<file path="config.mk">
export PLATFORM = sky130hd
export DESIGN_NAME = lbpm_ctrl
export DESIGN_NICKNAME = d
export VERILOG_FILES = /design/src/design/lbpm_pkg.sv /design/src/design/lbpm_ctrl.sv
export SDC_FILE = /design/constraint.sdc
export NUM_CORES = 1
export LEC_CHECK = 0
export BUFFER_PORTS_ARGS = -buffer_cell sky130_fd_sc_hd__buf_2
export CORE_AREA = 2 2 39 41
export DETAILED_ROUTE_END_ITERATION = 6
export DIE_AREA = 0 0 41 43
export PLACE_DENSITY = 0.58
export SLEW_MARGIN = 10
export SYNTH_ARGS = -nofsm -noshare
export SYNTH_HDL_FRONTEND = slang
export SYNTH_SLANG_ARGS = --single-unit
</file>
<file path="constraint.sdc">
create_clock -name clk_i -period 1.4 [get_ports clk_i]
set_clock_uncertainty 0.15 [all_clocks]
set_input_delay 0.21 -clock clk_i [delete_from_list [all_inputs] [get_ports clk_i]]
set_output_delay 0.21 -clock clk_i [all_outputs]
set_load 0.005 [all_outputs]
</file>
<file path="src/design/lbpm_pkg.sv">
// shared types and constants of the log band peak hold meter
`default_nettype none
package lbpm_pkg;

  localparam int COEF_W     = 16;
  localparam int HOLD_W     = 8;
  localparam int ENTRY_W    = 6;
  localparam int BANDNUM_W  = 5;
  localparam int CFG_IDX_W  = 2;
  localparam int CFG_DATA_W = 16;

  localparam logic [CFG_IDX_W-1:0] CFG_HOLD_FRAMES = 2'd0;
  localparam logic [CFG_IDX_W-1:0] CFG_PEAK_DECAY  = 2'd1;
  localparam logic [CFG_IDX_W-1:0] CFG_LEVEL_SCALE = 2'd2;

  localparam logic [HOLD_W-1:0] HOLD_FRAMES_RST = 8'd30;
  localparam logic [COEF_W-1:0] PEAK_DECAY_RST  = 16'd64225;
  localparam logic [COEF_W-1:0] LEVEL_SCALE_RST = 16'd65529;

  localparam logic OP_MAP_WRITE = 1'b0;
  localparam logic OP_MAGNITUDE = 1'b1;

  typedef struct packed {
    logic clr_step;
    logic take;
    logic acc_rd;
    logic acc_wr;
    logic f_rd;
    logic f_lvl;
    logic f_dec;
    logic f_upd;
  } lbpm_cmd_t;

  typedef struct packed {
    logic clr_done;
    logic in_mag;
    logic frame_end;
    logic band_last;
    logic out_free;
  } lbpm_sts_t;

endpackage
`default_nettype wire

</file>
<file path="src/design/lbpm_ctrl.sv">
// sequencer: clear pass, bin accumulation and frame end band walk
`default_nettype none
module lbpm_ctrl (
  input  wire logic                clk_i,
  input  wire logic                rst_ni,
  input  wire logic                in_valid_i,
  output logic                     in_ready_o,
  input  wire lbpm_pkg::lbpm_sts_t sts_i,
  output lbpm_pkg::lbpm_cmd_t      cmd_o
);
  import lbpm_pkg::*;

  typedef enum logic [2:0] {
    S_CLEAR, S_IDLE, S_MAP, S_ACC, S_FRD, S_FML, S_FMD, S_FUPD
  } state_e;

  state_e state_q, state_d;

  always_comb begin
    cmd_o      = '0;
    in_ready_o = 1'b0;
    state_d    = state_q;
    unique case (state_q)
      S_CLEAR: begin
        cmd_o.clr_step = 1'b1;
        if (sts_i.clr_done) state_d = S_IDLE;
      end
      S_IDLE: begin
        in_ready_o = 1'b1;
        if (in_valid_i) begin
          cmd_o.take = 1'b1;
          if (sts_i.in_mag) state_d = S_MAP;
        end
      end
      S_MAP: begin
        cmd_o.acc_rd = 1'b1;
        state_d      = S_ACC;
      end
      S_ACC: begin
        cmd_o.acc_wr = 1'b1;
        state_d      = sts_i.frame_end ? S_FRD : S_IDLE;
      end
      S_FRD: begin
        cmd_o.f_rd = 1'b1;
        state_d    = S_FML;
      end
      S_FML: begin
        cmd_o.f_lvl = 1'b1;
        state_d     = S_FMD;
      end
      S_FMD: begin
        cmd_o.f_dec = 1'b1;
        state_d     = S_FUPD;
      end
      S_FUPD: begin
        // hold the band until the output register frees up
        if (sts_i.out_free) begin
          cmd_o.f_upd = 1'b1;
          state_d     = sts_i.band_last ? S_IDLE : S_FRD;
        end
      end
      default: state_d = S_CLEAR;
    endcase
  end

  always_ff @(posedge clk_i or negedge rst_ni) begin
    if (!rst_ni) begin
      state_q <= S_CLEAR;
    end else begin
      state_q <= state_d;
    end
  end

endmodule
`default_nettype wire

</file>
Word level (Yosys, flattened, before mapping). Index checks and enable logic that the tools add are counted.

Reduce and logical (&&, ||, !) cells: 2. Equality and inequality tests: 11. Multiplexer cells: 18.

Operator list (number): one-hot mux 3 bit (8 select lines) (1); 2-to-1 mux 3 bit (6); equality test 3 bit, second input constant (4); 2-to-1 mux 1 bit (11); != test 2 bit, second input constant (4); equality test 3 x 2 -> 1 bit, second input constant (2); AND reduction 4 bit (1); equality test 3 x 1 -> 1 bit, second input constant (1); zero test 3 bit (1).

Input bits: 8. Word-level logic and storage cells: 32. Register bits: 3. Output and inout bits: 9.

Logic depth before layout (Yosys ltp). Gate-level depths: netlist (run 1).

Depth in word-level cells: 3. Depth in mapped cells: 4. Gate-level depth less buffers: 3.

Worst setup path after synthesis (run 1). Ideal clock, no wire load.

Kind: register -> output. From: register state_q[2]. To: output cmd_o[6] (netlist bit). Data required time: 1.040 ns. Arrival time: 0.857 ns. Path buffers: 1. Cell stages (with the launch flop): 4. Setup slack: 0.183 ns. Cell sequence: dfrtp_1 -> buf_4 -> nor2_8 -> and3_2.

RTL lines: start: declaration (RTL line lbpm_ctrl.sv:17) `state_e state_q, state_d;`; start signal: assignment (RTL line lbpm_ctrl.sv:70) `state_q <= state_d;`; end: declaration (RTL line lbpm_ctrl.sv:9) `output lbpm_pkg::lbpm_cmd_t cmd_o`.

==> results of run 1 <==
## critical path, cell delays in order (launching register included)
cell     delay (ns)
dfrtp_1        0.41
buf_6          0.14
nor2_8         0.09
and3_4         0.17
buf_6          0.09
## metal layers
metal	wire length, um	global-route usage [%]
met1	382	15.5
met2	470	16.9
met3	48	5.76
met4	0	8.67
met5	0	0
## report_power, final
part | switching, W | leakage (nW) | internal, W
combinational | 0.000471 | 0.256 | 0.000580
clock | 0.0000451 | 0.0150 | 0.000107
sequential | 0.0000548 | 0.0350 | 0.000137
## final cells by class
cell class	instances	area share, %
inverters	1	0.633
multi-input cells	28	44.7
flip-flops and latches	3	12.9
repair buffers	28	34.0
clock buffers	4	4.43
well taps	16	3.38
## through the flow
stage / power, W / worst slack [ns]
after CTS: 0.00126 / -0.100
after global routing: 0.00149 / -0.129
after global placement: 0.000868 / 0.00832
final: 0.00139 / -0.0970
after floorplan: 0.000678 / 0.183
after detailed placement: 0.000882 / -0.0345
## cell families (layout without fill, tap and decap cells)
group / after synthesis / count (layout) / share of synthesized area, %
buffers and inverters: 4 / 33 / 9.48
and+or+nand+nor: 21 / 21 / 46.2
muxes: 1 / 1 / 3.16
xor gates and xnor gates: 1 / 1 / 2.77
DFF: 3 / 3 / 23.7
AOI/OAI and AO/OA: 5 / 5 / 14.6
## cell usage after synthesis (all sizes together)
library cell	count
a21o	1
a21oi	1
a31oi	3
and3	2
and4b	1
buf	3
dfrtp	3
inv	1
mux2i	1
nand2	3
nand2b	3
nand3	2
nand4	1
nor2	4
nor3	2
nor3b	2
or2b	1
xor2	1
## worst paths after layout
check | startpoint | endpoint | slack, ns | depth (start not counted)
setup / recovery | state_q[1] | cmd_o[6] | -0.1 | 4
hold / removal | rst_ni | state_q[1] | 0.15 | 2
setup reg to reg | state_q[2] | state_q[0] | 0 | 5
hold reg to reg | state_q[0] | state_q[0] | 0.61 | 3
max in group asynchronous | rst_ni | state_q[0] | 0.83 | 2
min in group clk_i | sts_i[1] | state_q[2] | 0.19 | 4
## repair_timing
action | CTS | global route
gates resized for setup | 12 | 8
endpoints found under the setup margin | 10 | 10
hold buffers | 1 | 0
endpoints found under the hold margin | 3 | 0
setup buffers | 5 | 1
pin swaps | 2 | 1
==> reports/qor.csv, run 1 <==
stage,metric,value,unit
outcome,outcome,finished with violations,
outcome,failing checks,negative setup slack,
timing,Setup TNS Final,-0.426,ns
hold_path,Worst Hold Class,input pin to async pin,
run,maxcap violations,0,
critical_path,Worst Setup Path Type,flop to primary output,
timing,RSZ-0062 raised after global routing,yes,
floorplanning,Die ar.,1760,um2
cells_and_area,"commonest non-fill, non-tap cell in the layout",buf_2,
timing,fin crit share,107,%
global_route,largest net degree at the start of global routing,13,
floorplanning,Initial Util,22.9,%
routing,total number of vias,359,
clock_tree,root buffer cell,clkbuf_4,
cells_and_area,fin area,593,um2
logic_synthesis,synthesized area,317,um2
timing,Final Slew Violations,0,
critical_path,WP data required,1.04,ns
floorplanning,# rows,14,
clock_tree,TritonCTS buffer count,3,
critical_path,Critical Path Source Type,flop,
cells_and_area,max reg flops,3,
place,GP Congestion,0.765,
global_route,initial antenna violation count,0,
logic_synthesis,Yosys top cell area share,23.7,%
cells_and_area,Reg with most FFs,state_q,
floorplanning,Die Ht,43,um
timing,Worst-Margin Slew,0.138,ns
clock_tree,clock sinks,3,
clock_tree,CTS tree,yes,
cells_and_area,n_diodes,0,
timing,Final WS setup,-0.0970,ns
pwr,Peak VDD IR,980,uV
place,dpl hpwl,563,um
routing,DR iter-0 viols,4,
routing,vias per inst,4.49,
cells_and_area,FILL cells,144,
routing,DRC violations left,0,
clock_tree,Clock Path Buffers,2,
pwr,Leak,0.307,nW
cells_and_area,Non-Filler Instances,80,
critical_path,Worst EP arrival,1.14,ns
cells_and_area,nets@finish,73,
floorplanning,die width,41,um
routing,Detail Route Antenna Nets,0,
cells_and_area,most frequent cells in the layout,"buf_2, buf_6, buf_4",
timing,endpoints failing setup,8,
clock_tree,Worst-Skew Late Latency,0.23,ns
logic_synthesis,number of distinct library cells after synthesis,23,
global_route,vias in the first global route,315,
global_route,GRT Overall Usage,12.7,%
place,# port buffers,16,
cells_and_area,Storage cell area,76.3,um2
critical_path,Crit Path Max Fanout,3,
global_route,global-route wire length before repair,1430,um
routing,drt wl/cell,11.3,um
logic_synthesis,Area contributors post-synth,"dfrtp_1, a31oi_4, nor2_8",
timing,slew margin rel.,90.6,%
clock_tree,Worst-path clk slew,0.04,ns
logic_synthesis,cell count after synthesis,35,
place,placed cells,69,
floorplanning,core area,1380,um2
cells_and_area,area of the multi-input gates,265,um2
cells_and_area,largest registers,state_q (3),
cells_and_area,synth-to-layout area growth,87.4,%
timing,fin crit period,1.50,ns
timing,final hold viol count,0,
logic_synthesis,Synth area leader,dfrtp_1,
floorplanning,I/O pin cnt,17,
logic_synthesis,synth warn,0,
timing,final hold slack,0.149,ns
logic_synthesis,synthesized flop and latch total,3,
timing,Max Clk Rate,668,MHz
global_route,Overflow after GRT,0,
clock_tree,htree depth,1,
logic_synthesis,register area share after synthesis,23.7,%
cells_and_area,layout cells sized above 1,65.6,%
place,DP Area,428,um2
cells_and_area,final core utilization,42.9,%
logic_synthesis,Mapped Nets,43,
routing,Total Wirelength,901,um
logic_synthesis,Synth Area per Inst,9.04,um2
critical_path,CP Capture Type,primary output,
routing,first-pass iteration count of the detailed router,2,
pwr,Power per Cell Area,2350,nW/um2
Power figures use the tool's default switching activity.
==> run 2: changes to the inputs <==
--- a/config.mk
+++ b/config.mk
@@ -6,10 +6,10 @@
 export NUM_CORES = 1
 export LEC_CHECK = 0
 export BUFFER_PORTS_ARGS = -buffer_cell sky130_fd_sc_hd__buf_2
-export CORE_AREA = 2 2 39 41
+export CORE_AREA = 5 5 42 44
 export DETAILED_ROUTE_END_ITERATION = 6
-export DIE_AREA = 0 0 41 43
-export PLACE_DENSITY = 0.58
+export DIE_AREA = 0 0 47 49
+export PLACE_DENSITY = 0.6
 export SLEW_MARGIN = 10
 export SYNTH_ARGS = -nofsm -noshare
 export SYNTH_HDL_FRONTEND = slang
==> constraint.sdc (replaced) <==
create_clock -name clk_i -period 1.2 [get_ports clk_i]
set_clock_uncertainty 0.15 [all_clocks]
set_input_delay 0.18 -clock clk_i [delete_from_list [all_inputs] [get_ports clk_i]]
set_output_delay 0.18 -clock clk_i [all_outputs]
set_load 0.005 [all_outputs]
==> reports/qor.csv, run 2 (synthesis results as in run 1) <==
stage,metric,value,unit,change
cells_and_area,Reg with most FFs,state_q,,unchanged
global_route,initial antenna violation count,0,,unchanged
global_route,GRT Overall Usage,8.33,%,was 12.7%
timing,Max Clk Rate,675,MHz,
pwr,Power per Cell Area,2720,nW/um2,was 2350 nW/um2
place,# port buffers,16,,unchanged
timing,slew margin rel.,89.3,%,was 90.6%
timing,final hold slack,0.116,ns,was 0.149 ns
cells_and_area,largest registers,state_q (3),,unchanged
cells_and_area,Non-Filler Instances,82,,was 80
routing,vias per inst,4.28,,was 4.49
global_route,Overflow after GRT,0,,unchanged
run,maxcap violations,0,,unchanged
cells_and_area,synth-to-layout area growth,87.0,%,was 87.4%
routing,first-pass iteration count of the detailed router,4,,was 2
floorplanning,Initial Util,22.6,%,was 22.9%
critical_path,reg2reg setup slack,-0.23,ns,was 0 ns
cells_and_area,max reg flops,3,,unchanged
routing,DRC violations left,0,,unchanged
cells_and_area,layout cells sized above 1,65.2,%,was 65.6%
global_route,largest net degree at the start of global routing,8,,was 13
global_route,vias in the first global route,336,,was 315
place,dpl hpwl,656,um,was 563 um
routing,DR iter-0 viols,5,,was 4
place,placed cells,74,,was 69
critical_path,RR Startpoint,state_q[0],,was state_q[2]
floorplanning,# rows,14,,unchanged
critical_path,RR Endpoint,state_q[0],,unchanged
timing,endpoints failing setup,12,,was 8
pwr,Seq pwr share,15.3,%,was 13.7%
pwr,Comb pwr share,73.9,%,was 75.4%
timing,RSZ-0062 raised after global routing,yes,,unchanged
place,Place WS,-0.130,ns,was -0.0345 ns
clock_tree,root buffer cell,clkbuf_4,,unchanged
floorplanning,I/O pin cnt,17,,unchanged
timing,final hold viol count,0,,unchanged
timing,Final WS setup,-0.281,ns,was -0.0970 ns
critical_path,Reg2Reg Depth,4,,was 5
clock_tree,Worst-path clk slew,0.04,ns,about the same
cells_and_area,most frequent cells in the layout,"buf_2, buf_4, buf_6",,"was buf_2, buf_6, buf_4"
global_route,global-route wire length before repair,1350,um,was 1430 um
pwr,Peak VDD IR,1160,uV,was 980 uV
pwr,Net Sw Frac,38.8,%,was 40.9%
cells_and_area,"commonest non-fill, non-tap cell in the layout",buf_2,,unchanged
routing,Detail Route Antenna Nets,0,,unchanged
pwr,internal power,0.000986,W,was 0.000823 W
clock_tree,Worst-Skew Late Latency,0.23,ns,about the same
critical_path,Worst EP arrival,1.15,ns,was 1.14 ns
floorplanning,core area,1400,um2,was 1380 um2
clock_tree,htree depth,1,,unchanged
timing,fin crit share,123,%,
pwr,Leak,0.301,nW,was 0.307 nW
cells_and_area,FILL cells,153,,was 144
cells_and_area,n_diodes,0,,unchanged
critical_path,Worst Setup Path Type,flop to primary output,,unchanged
routing,Total Wirelength,848,um,was 901 um
routing,drt wl/cell,10.3,um,was 11.3 um
cells_and_area,nets@finish,75,,was 73
timing,fin crit period,1.48,ns,
critical_path,Critical-path top delay cell,dfrtp_1,,unchanged
clock_tree,CTS tree,yes,,unchanged
clock_tree,clock sinks,3,,unchanged
outcome,outcome,finished with violations,,unchanged
timing,Final Slew Violations,0,,unchanged
pwr,Clock power frac,10.8,%,was 10.9%
critical_path,Critical Path Source Type,flop,,unchanged
outcome,failing checks,negative setup slack,,unchanged
critical_path,CP peak stage delay,0.41,ns,about the same
clock_tree,TritonCTS buffer count,3,,unchanged
critical_path,WP data required,0.87,ns,was 1.04 ns
critical_path,Crit Path Max Fanout,6,,was 3
floorplanning,Die Ht,49,um,was 43 um
critical_path,critical-path cell list,buf_12 > nor2_8 > and3_4 > buf_6,,was buf_6 > nor2_8 > and3_4 > buf_6
pwr,Net Switching,0.000625,W,was 0.000571 W
clock_tree,Clock Path Buffers,2,,unchanged
floorplanning,Die ar.,2300,um2,was 1760 um2
hold_path,Worst Hold Class,input pin to async pin,,unchanged
floorplanning,die width,47,um,was 41 um
routing,total number of vias,351,,was 359
timing,Worst-Margin Slew,0.161,ns,was 0.138 ns
place,GP Congestion,0.749,,was 0.765
critical_path,CP Capture Type,primary output,,unchanged
==> run 2: worst max-delay path, delay by kind of cell, from the launching register on <==
family	cells	cell delay, ns
buffers and inverters	2	0.25
flip-flops	1	0.41
AND/OR/NAND/NOR	2	0.26
==> run 2: how the worst max path moves through the flow <==
stage,slack (ns),depth (start not counted),start,end
after floorplan,0.01,3,state_q[2],cmd_o[6]
after global placement,-0.18,3,state_q[0],state_q[0]
after detailed placement,-0.13,3,state_q[0],state_q[0]
after CTS,-0.28,4,state_q[1],cmd_o[6]
after global routing,-0.32,4,state_q[1],cmd_o[6]
final,-0.28,4,state_q[1],cmd_o[6]
==> run 2: power by group through the flow <==
stage	combinational, W	clock (W)	sequential (W)
2_1_floorplan	0.000595	0	0.000195
3_3_place_gp	0.000962	0	0.000233
3_5_place_dp	0.000965	0	0.000236
4_1_cts	0.00112	0.000182	0.000248
5_1_grt	0.00131	0.000191	0.000253
6_report	0.00119	0.000174	0.000247
==> run 2: cell type report <==
type	instances	area [um2]	area share [%]
well taps	16	20.0	3.38
inverters	1	3.75	0.634
repair buffers	30	221	37.4
multi-input cells	28	243	41.0
clock buffers	4	26.3	4.44
flip-flops and latches	3	77.6	13.1
==> run 2: routing by layer <==
layer | GRT usage [%] | wire (um) | up-vias
met1 | 10.4 | 369 | 153
met4 | 8.29 | 10 | 0
met5 | 0 | 0 | -
met3 | 1.11 | 56 | 2
met2 | 11.3 | 411 | 10
li1 | - | - | 186
==> run 2: through the flow <==
step	cell area (um2)	total power (W)	setup TNS (ns)	util, %
after CTS	568	0.00155	-2.52	40.5
after floorplan	317	0.000791	0	-
after global placement	478	0.00120	-0.555	34.1
after global routing	592	0.00175	-3.12	42.2
after detailed placement	478	0.00120	-0.518	34.1
final	592	0.00161	-2.44	42.2
==> run 2: timing repair <==
| item | 4_1_cts | 5_1_grt |
|---|---|---|
| hold endpoints to repair | 3 | 0 |
| gates cloned | 0 | 0 |
| setup buffers | 2 | 1 |
| hold buffers | 1 | 0 |
| endpoints found under the setup margin | 11 | 12 |
| pin swaps | 3 | 0 |
| gates resized for setup | 10 | 4 |
